**src/hdl/jia_pkg.sv**
```systemverilog
// ----------------------------------------------------------------------------
// jia_pkg
// shared types and constants for the integer alu
// ----------------------------------------------------------------------------
package jia_pkg;

  typedef enum logic [3:0] {
    CMD_ADD  = 4'd0,
    CMD_SUB  = 4'd1,
    CMD_MUL  = 4'd2,
    CMD_DIV  = 4'd3,
    CMD_REM  = 4'd4,
    CMD_AND  = 4'd5,
    CMD_OR   = 4'd6,
    CMD_XOR  = 4'd7,
    CMD_SHL  = 4'd8,
    CMD_SHR  = 4'd9,
    CMD_USHR = 4'd10
  } cmd_t;

  typedef struct packed {
    logic [3:0]  command;
    logic        wide;
    logic [63:0] operand_a;
    logic [63:0] operand_b;
  } in_item_t;

  typedef struct packed {
    logic [63:0] result;
    logic        divide_by_zero;
  } out_item_t;

  // classified item passed from front to back
  typedef struct packed {
    logic [3:0]  command;
    logic        wide;
    logic [63:0] a;
    logic [63:0] b;
  } op_t;

endpackage

```
**src/hdl/jia_front.sv**
```systemverilog
// ----------------------------------------------------------------------------
// jia_front
// accepts items, sign-extends operands in int mode, buffers them in a
// small queue in front of the execution pipeline
// ----------------------------------------------------------------------------
module jia_front #(
  parameter int Depth = 4
) (
  input  logic              clk,
  input  logic              rst,
  input  logic              push,
  output logic              full,
  input  jia_pkg::in_item_t in_item,
  output logic              op_valid,
  output jia_pkg::op_t      op,
  input  logic              op_take
);
  import jia_pkg::*;

  localparam int Aw = (Depth > 1) ? $clog2(Depth) : 1;

  op_t            mem [Depth];
  logic [Aw-1:0]  wr_ptr;
  logic [Aw-1:0]  rd_ptr;
  logic [Aw:0]    count;
  op_t            cls;
  logic           do_push;
  logic           do_pop;

  always_comb begin
    cls.command = in_item.command;
    cls.wide    = in_item.wide;
    cls.a = in_item.wide ? in_item.operand_a
                         : {{32{in_item.operand_a[31]}}, in_item.operand_a[31:0]};
    cls.b = in_item.wide ? in_item.operand_b
                         : {{32{in_item.operand_b[31]}}, in_item.operand_b[31:0]};
  end

  assign full     = (count == (Aw+1)'(Depth));
  assign op_valid = (count != '0);
  assign op       = mem[rd_ptr];
  assign do_push  = push && !full;
  assign do_pop   = op_take && op_valid;

  always_ff @(posedge clk) begin
    if (do_push) begin
      mem[wr_ptr] <= cls;
    end
  end

  always_ff @(posedge clk) begin
    if (rst) begin
      wr_ptr <= '0;
      rd_ptr <= '0;
      count  <= '0;
    end else begin
      if (do_push) begin
        wr_ptr <= (wr_ptr == Aw'(Depth - 1)) ? '0 : wr_ptr + 1'b1;
      end
      if (do_pop) begin
        rd_ptr <= (rd_ptr == Aw'(Depth - 1)) ? '0 : rd_ptr + 1'b1;
      end
      count <= count + (Aw+1)'(do_push) - (Aw+1)'(do_pop);
    end
  end

endmodule

```
**config.mk**
```make
export PLATFORM = sky130hd
export DESIGN_NAME = jia_front
export DESIGN_NICKNAME = d
export VERILOG_FILES = /design/src/hdl/jia_pkg.sv /design/src/hdl/jia_front.sv
export SDC_FILE = /design/constraint.sdc
export NUM_CORES = 1
export LEC_CHECK = 0
export ABC_AREA = 1
export BUFFER_PORTS_ARGS = -buffer_cell sky130_fd_sc_hd__buf_2
export CORE_ASPECT_RATIO = 1.75
export CORE_MARGIN = 5
export CORE_UTILIZATION = 57
export DETAILED_ROUTE_END_ITERATION = 6
export GPL_TIMING_DRIVEN = 0
export HOLD_SLACK_MARGIN = 0.08
export PLACE_DENSITY = 0.79
export SLEW_MARGIN = 10
export SYNTH_ARGS = -nofsm -noshare
export SYNTH_HDL_FRONTEND = slang
export SYNTH_SLANG_ARGS = --single-unit
export TNS_END_PERCENT = 20
```
**constraint.sdc**
```tcl
create_clock -name clk -period 8.7 [get_ports clk]
set_input_delay 0.435 -clock clk [delete_from_list [all_inputs] [get_ports clk]]
set_output_delay 0.435 -clock clk [all_outputs]
set_load 0.005 [all_outputs]
```
-- Word level (Yosys, flattened, before mapping)
Memory sizes are Yosys's and may differ from the RTL's. A register that Yosys moved wholly into a read port is not among the register bits.
Index checks and enable logic that the tools add are counted.
- register bits after elaboration: 7
- bits in latches: 0
- memory bits (writable): 532
- bits in read-only memories: 0
- input port bits: 137
- memories: 1
- add/sub/neg operators: 4
- multipliers: 0
- divide/modulo/power cells: 0
- order comparisons: 0
- eq/ne operators: 3
- shift operators: 0
- multiplexer cells: 8
- bitwise logic cells: 0
- reductions and logical operators: 4
- memories (name ; depth ; width ; read ports ; clocked after memory_dff ; wr ports ; line ; RTL):
    mem ; 4 ; 133 ; 1 ; 1 ; 1 ; jia_front.sv:22 ; op_t mem [Depth];
- operator list (cell ; number):
    two-way mux 64 bit ; 2
    two-way mux 2 bit ; 4
    adder 2 x 1 -> 2 bit (second input constant) ; 2
    == test 2 bit (second input constant) ; 2
    adder 3 x 1 -> 3 bit ; 1
    == test 3 bit (second input constant) ; 1
    nonzero test 3 bit ; 1
    subtractor 3 x 1 -> 3 bit ; 1
    logical AND 1 bit ; 2
    two-way mux 1 bit ; 2
    zero test 1 bit ; 1

-- Longest topological paths before layout
Gate-level depths: netlist (run 1).
- depth in word-level cells: 5
- depth in mapped cells: 12

-- Least setup slack after synthesis (run 1)
No wires, ideal clock.
- kind: reg-to-reg
- start: register count[1]
- end: memory mem[0][0] in the netlist's numbering (enable)
- arrival: 6244 ps
- data required time: 8072 ps
- setup slack: 1828 ps
- cell stages (with the launch flop): 5
- buffers on the path: 0
- period minus slack after synthesis: 6872 ps
- cells stage by stage: dfxtp_1 > nor2_1 > nand2_1 > nand2_1 > nor2_1
- word-level cells in the longest chain between the ends: 5
- RTL lines (what ; line ; RTL):
    from (decl) ; jia_front.sv:25 ; logic [Aw:0] count;
    from (signal assigned) ; jia_front.sv:63 ; count <= count + (Aw+1)'(do_push) - (Aw+1)'(do_pop);
    == test 3 bit ; jia_front.sv:39 ; assign full = (count == (Aw+1)'(Depth));
    zero test 1 bit ; jia_front.sv:42 ; assign do_push = push && !full;
    logical AND 1 bit ; jia_front.sv:42 ;
    two-way mux 1 bit ; jia_front.sv:46 ; if (do_push) begin
    two-way mux 1 bit (implied by the code) ; jia_front.sv:47 ; mem[wr_ptr] <= cls;
    to (decl) ; jia_front.sv:22 ;
No other way between the ends.

==> impl_metrics.py, run 1 <==
metrics = {
    "sta": {
        "setup_viol": 0,
        "finalCriticalPeriod_ps": 3110,
        "slew_violations": 0,
        "relSlewSlack_pct": 43.1,
        "worst_pin_slew_ps": 852,
        "hold_violations": 0,
        "worst_clock_skew_ps": 14.7,
        "finalCritPeriodShare_pct": 35.8,
        "fmax_mhz": 321,
        "rsz0062_at_grt": "false",
    },
    "global_route": {
        "grt_usage_pct": 25.5,
        "grt_first_pass_wirelength_um": 80000,
        "grt.overflow.total": 0,
        "grt_max_degree": 26,
        "grt_antenna_before_repair": 3,
        "grt_pass1_vias": 14300,
    },
    "cells_and_area": {
        "final_area_um2": 25000,
        "final_cell_mix": "edfxtp_1 (532), buf_2 (296), nor2_1 (279)",
        "layout-drive-gt1-share_pct": 22.1,
        "fin_nets": 2012,
        "nFillCells": 2356,
        "area_growth_pct": 20.5,
        "final_common_cell": "edfxtp_1",
    },
    "floorplanning": {
        "initial_core_util_pct": 57.6,
        "rows": 92,
        "die_w_um": 154,
        "die_h_um": 262,
        "die_area_um2": 40500,
        "core_um2": 36000,
        "ios": 272,
    },
    "routing": {
        "finalWirelength_um": 53100,
        "drt_pass1_iterations": 5,
        "initialDrtViolationCount": 1163,
        "vias_per_cell": 5.80,
        "postRouteAntennaNets": 0,
        "routedWlPerCell_um": 22.4,
        "drc_errors": 0,
        "vias": 13800,
    },
    "clocking": {
        "root_buffer": "clkbuf_16",
        "cts_tree": "yes",
        "cts.sinks": 541,
        "insertion_delay_ps": 550,
        "cts_inserted_buffers": 45,
        "clk_pin_slew_ps": 70,
        "clk_path_buf_depth": 3,
        "htree_levels": 2,
    },
    "min_path": {
        "hold_path_class": "primary input to register",
        "min_from": "in_item[84]",
    },
    "critical_path": {
        "required_ps": 8270,
        "path_cells": "inv_2 > buf_6 > clkbuf_1 > o21ai_1 > o22ai_1 > buf_2",
        "reg2reg_from": "count[1]",
        "crit_fanout": 10,
        "rr_endpoint": "mem[2][122]",
        "r2r_slack_ps": 6160,
        "arrival_ps": 2680,
        "path_buf_inv": 4,
        "critPathLaunchType": "register",
        "path_class": "register to primary output",
        "cpMaxStageDelayCell": "dfxtp_1",
        "crit_cells": 6,
        "crit_end": "op[60]",
        "critPathMaxStageDelay_ps": 520,
        "ff2ff_path_depth": 6,
        "cpLargestDelayFamily": "buffers and inverters",
        "endpoint_kind": "primary output",
    },
    "synthesis": {
        "synthCells": 1493,
        "synthesis.nets": 1638,
        "avgSynthCellArea_um2": 13.9,
        "synth_seq_area_share_pct": 77.9,
        "ys_types": 24,
        "synthesis.area_um2": 20700,
        "ys_ff_latch": 541,
        "yosysWarnings": 0,
    },
    "run_status": {
        "outcome": "completed",
    },
    "placed_design": {
        "gp_congestion": 0.791,
        "io_buffers": 271,
        "dp_hpwl_um": 35000,
        "dpl_cell_area_um2": 23200,
    },
    "job": {
        "maxCapViolations": 0,
    },
    "power_and_ir_drop": {
        "powerDensity_nw_per_um2": 303,
        "p_leak_uw": 0.00913,
        "totalPowerFinal_uw": 7570,
        "irDropWorstVdd_uv": 231,
    },
}
## per-layer routing
metal / track usage (%) / vias to the layer above / part of all wire, %
met5: 0 / - / 0.024
met1: 29.0 / 6717 / 34
met4: 9.63 / 2 / 3.7
met3: 3.67 / 132 / 6.8
met2: 47.8 / 638 / 55
li1: - / 6274 / -
## kinds of logic (layout without fill, tap and decap cells)
kind of cell               count (synthesis)  after routing  share of synthesized area, %
xor gates and xnor gates                   1              1                        0.0422
AOI/OAI and AO/OA                        401            401                          10.5
DFF                                      541            541                          77.9
other                                      0              2                             0
adders and majority gates                  8              8                         0.519
buffers and inverters                    115            523                          3.30
and+or+nand+nor                          427            427                          7.78
## worst min path at each step
stage                             to  slack [ps]  depth (start not counted)
after floorplan             register         480                          2
after global placement     rd_ptr[1]         490                          2
after detailed placement    register         500                          2
after CTS                 mem[3][84]          80                          1
after global routing      mem[3][21]          90                          1
final                     mem[3][84]         100                          1
## state kept, by name, summed over array words and instances, names as in the netlist, named ones only
register,count
count,3
rd_ptr,2
wr_ptr,2
mem,532
## where the power goes
part / total, uW / switching (uW) / internal [uW]
Combinational: 2300 / 1460 / 837
Sequential: 3290 / 87.2 / 3200
Clock: 1980 / 877 / 1100
Total: 7570 / 2420 / 5140
## area by class of cell
class	instances	area (um^2)	area share, %
diodes	2	5.00	0.0200
plain buffers	99	622	2.49
clock buffers	53	1160	4.63
clock inverters	28	268	1.07
inverters	16	62.6	0.250
multi-input cells	837	3940	15.7
flip-flops and latches	541	16200	64.6
well taps	470	588	2.35
repair buffers	327	2200	8.80
## what timing repair did
| item | CTS | global route |
|---|---|---|
| hold endpoints to repair | 123 | 0 |
| gates resized for setup | 0 | 0 |
| setup buffers | 0 | 0 |
| hold buffers | 33 | 0 |
## synth_stat cells
cell type | n | area, um^2
buf_1 | 10 | 37.5
dfxtp_1 | 9 | 180
nor2_1 | 283 | 1060
buf_2 | 25 | 125
fa_1 | 1 | 20.0
ha_1 | 7 | 87.6
or2_2 | 1 | 6.26
o21ai_0 | 149 | 746
xnor2_1 | 1 | 8.76
a21boi_0 | 1 | 7.51
inv_1 | 14 | 52.6
a21oi_1 | 1 | 5.00
nand2_1 | 140 | 526
clkbuf_2 | 7 | 35.0
inv_2 | 1 | 3.75
clkbuf_1 | 28 | 105
o21ai_1 | 117 | 586
o22ai_1 | 133 | 832
nand3_1 | 1 | 5.00
edfxtp_1 | 532 | 16000
buf_6 | 27 | 304
buf_4 | 2 | 15.0
inv_4 | 1 | 6.26
nand3b_1 | 2 | 15.0
## through the flow
stage / instances / hold slack, ps / util [%] / setup TNS, ps / setup WS [ps]
4_1_cts: 2371 / 80.4 / 69.4 / 0 / 5530
3_3_place_gp: 2234 / 494 / 63.0 / -1382730 / -2680
3_5_place_dp: 2257 / 502 / 64.5 / 0 / 6150
2_1_floorplan: 1493 / 479 / - / 0 / 1830
6_report: 2373 / 105 / 69.4 / 0 / 5590
5_1_grt: 2373 / 86.1 / 69.4 / 0 / 5460
(Power assumes the default switching activity.)
==> run 2: changes to the inputs <==
--- a/config.mk
+++ b/config.mk
@@ -9,11 +9,11 @@
 export BUFFER_PORTS_ARGS = -buffer_cell sky130_fd_sc_hd__buf_2
 export CORE_ASPECT_RATIO = 1.75
 export CORE_MARGIN = 5
-export CORE_UTILIZATION = 57
+export CORE_UTILIZATION = 52
 export DETAILED_ROUTE_END_ITERATION = 6
 export GPL_TIMING_DRIVEN = 0
 export HOLD_SLACK_MARGIN = 0.08
-export PLACE_DENSITY = 0.79
+export PLACE_DENSITY = 0.76
 export SLEW_MARGIN = 10
 export SYNTH_ARGS = -nofsm -noshare
 export SYNTH_HDL_FRONTEND = slang
==> constraint.sdc (replaced) <==
create_clock -name clk -period 2.5 [get_ports clk]
set_input_delay 0.125 -clock clk [delete_from_list [all_inputs] [get_ports clk]]
set_output_delay 0.125 -clock clk [all_outputs]
set_load 0.005 [all_outputs]
==> impl_metrics.py, run 2 (synthesis gave the netlist of run 1 again) <==
metrics = {
    "sta": {
        "rsz0062_at_grt": "true",
        "relSlewSlack_pct": 47.9,
        "fin_ws_ps": 69.0,
        "worst_pin_slew_ps": 779,
        "setup_viol": 0,
        "fmax_mhz": 411,
        "slew_violations": 0,
        "finalCritPeriodShare_pct": 97.2,
        "worst_clock_skew_ps": 9.36,
        "hold_violations": 0,
        "finalCriticalPeriod_ps": 2430,
    },
    "critical_path": {
        "endpoint_kind": "primary output",
        "crit_fanout": 10,
        "path_cells": "buf_6 > buf_6 > buf_2 > nor2_1 > o22ai_1 > buf_2",
        "critPathMaxStageDelay_ps": 450,
        "cpMaxStageDelayCell": "dfxtp_2",
        "required_ps": 2380,
        "arrival_ps": 2310,
        "path_class": "register to primary output",
        "critPathLaunchType": "register",
    },
    "clocking": {
        "cts.sinks": 541,
        "cts_inserted_buffers": 46,
        "clk_pin_slew_ps": 60,
        "insertion_delay_ps": 550,
        "root_buffer": "clkbuf_16",
        "cts_tree": "yes",
        "htree_levels": 2,
        "post_cts_buffers": 0,
        "clk_path_buf_depth": 3,
    },
    "global_route": {
        "grt_pass1_vias": 15000,
        "grtUsageMet1_pct": 27.1,
        "met3_usage_pct": 4.06,
        "grt_antenna_before_repair": 4,
        "grt_usage_pct": 24.3,
        "busiest_layer": "met2",
        "grt_first_pass_wirelength_um": 82700,
        "grt.overflow.total": 0,
        "grt_max_degree": 26,
        "use_met2_pct": 44.7,
    },
    "cells_and_area": {
        "fin_nets": 2114,
        "layout-drive-gt1-share_pct": 22.4,
        "largest_register_ffs": 532,
        "largest_register": "mem",
        "area_growth_pct": 26.0,
        "final_common_cell": "edfxtp_1",
        "final_area_um2": 26100,
        "top_regs": "mem x532, count x3",
        "finalNonFillerCells": 2501,
        "final_cell_mix": "edfxtp_1 (532), buf_2 (295), nor2_1 (278)",
    },
    "routing": {
        "drc_errors": 0,
        "vias": 14300,
        "drt_pass1_iterations": 5,
        "postRouteAntennaNets": 0,
        "finalWirelength_um": 55000,
        "initialDrtViolationCount": 1289,
        "vias_per_cell": 5.71,
        "routedWlPerCell_um": 22.0,
    },
    "floorplanning": {
        "die_area_um2": 44100,
        "initial_core_util_pct": 52.7,
        "die_w_um": 161,
        "die_h_um": 274,
        "core_um2": 39400,
        "ios": 272,
        "rows": 96,
    },
    "power_and_ir_drop": {
        "irDropWorstVdd_uv": 1020,
        "powerDensity_nw_per_um2": 1020,
        "p_leak_uw": 0.00962,
    },
    "placed_design": {
        "io_buffers": 271,
        "post-place-ws_ps": 77.9,
        "dpl_cell_area_um2": 23200,
        "dp_cells": 2275,
        "dp_hpwl_um": 35000,
        "gp_congestion": 0.824,
    },
    "run_status": {
        "outcome": "completed",
    },
    "min_path": {
        "hold_path_class": "primary input to register",
    },
    "job": {
        "maxCapViolations": 0,
    },
}
-- run 2: cell types whose count changed in the layout (fill, tap and decap cells not counted), moves of 3 or more --
cell and change:
inv_6 -3, clkbuf_8 +5, buf_16 -4, clkbuf_2 +11, clkinv_2 +6, dfxtp_1 -4, dfxtp_2 +3, clkbuf_16 +4
clkbuf_1 -13, clkinv_1 -4, dlygate4sd3_1 +103
-- run 2: through the flow --
| step | utilization [%] | TNS (ps) | hold slack [ps] | power (uW) |
|---|---|---|---|---|
| finish | 66.3 | 0 | 302 | 26800 |
| detailed placement | 58.9 | 0 | 317 | 19600 |
| global placement | 57.8 | -1102590 | 307 | 19200 |
| floorplan | - | -272370 | 182 | 15700 |
| global route | 66.3 | -15.3 | 303 | 28000 |
| CTS | 66.3 | 0 | 275 | 26800 |
-- run 2: worst paths after layout --
check                  from     endpoint  slack, ps  depth (start not counted)
setup / recovery   register       op[58]         70                          6
hold reg to reg   rd_ptr[0]     register        510                          2
hold / removal          rst     count[1]        300                          3
setup reg to reg   count[1]  mem[0][123]        120                          8
-- run 2: worst max-delay path: cells and delay by family (launching register included) --
kind                   cells  cell delay [ps]
buffers and inverters      4              920
DFF                        1              450
AOI/OAI and AO/OA          1              290
and+or+nand+nor            1               80
-- run 2: layer usage --
metal / vias up / wire (um)
met4: 0 / 2440
met1: 7028 / 19200
met5: - / 0
met2: 638 / 29900
li1: 6484 / -
met3: 137 / 3500
-- run 2: timing repair --
item / CTS / global route
hold buffers: 136 / 0
gates resized for setup: 11 / 11
hold endpoints to repair: 541 / 0
pin swaps: 0 / 1
endpoints found under the setup margin: 104 / 24
-- run 2: area by class of cell --
| cell class | count | area (um^2) |
|---|---|---|
| Timing Repair Buffer | 428 | 3160 |
| Multi-Input combinational cell | 837 | 3970 |
| Fill cell | 2646 | 13300 |
| Clock buffer | 60 | 1320 |
| Tap cell | 490 | 613 |
| Inverter | 16 | 62.6 |
| Antenna cell | 4 | 10.0 |
| Sequential cell | 541 | 16200 |
| Buffer | 99 | 638 |
| Clock inverter | 26 | 203 |
-- run 2: power by group --
group	switching, uW	internal [uW]
clock network	3070	4030
registers	295	11200
logic	5190	3040
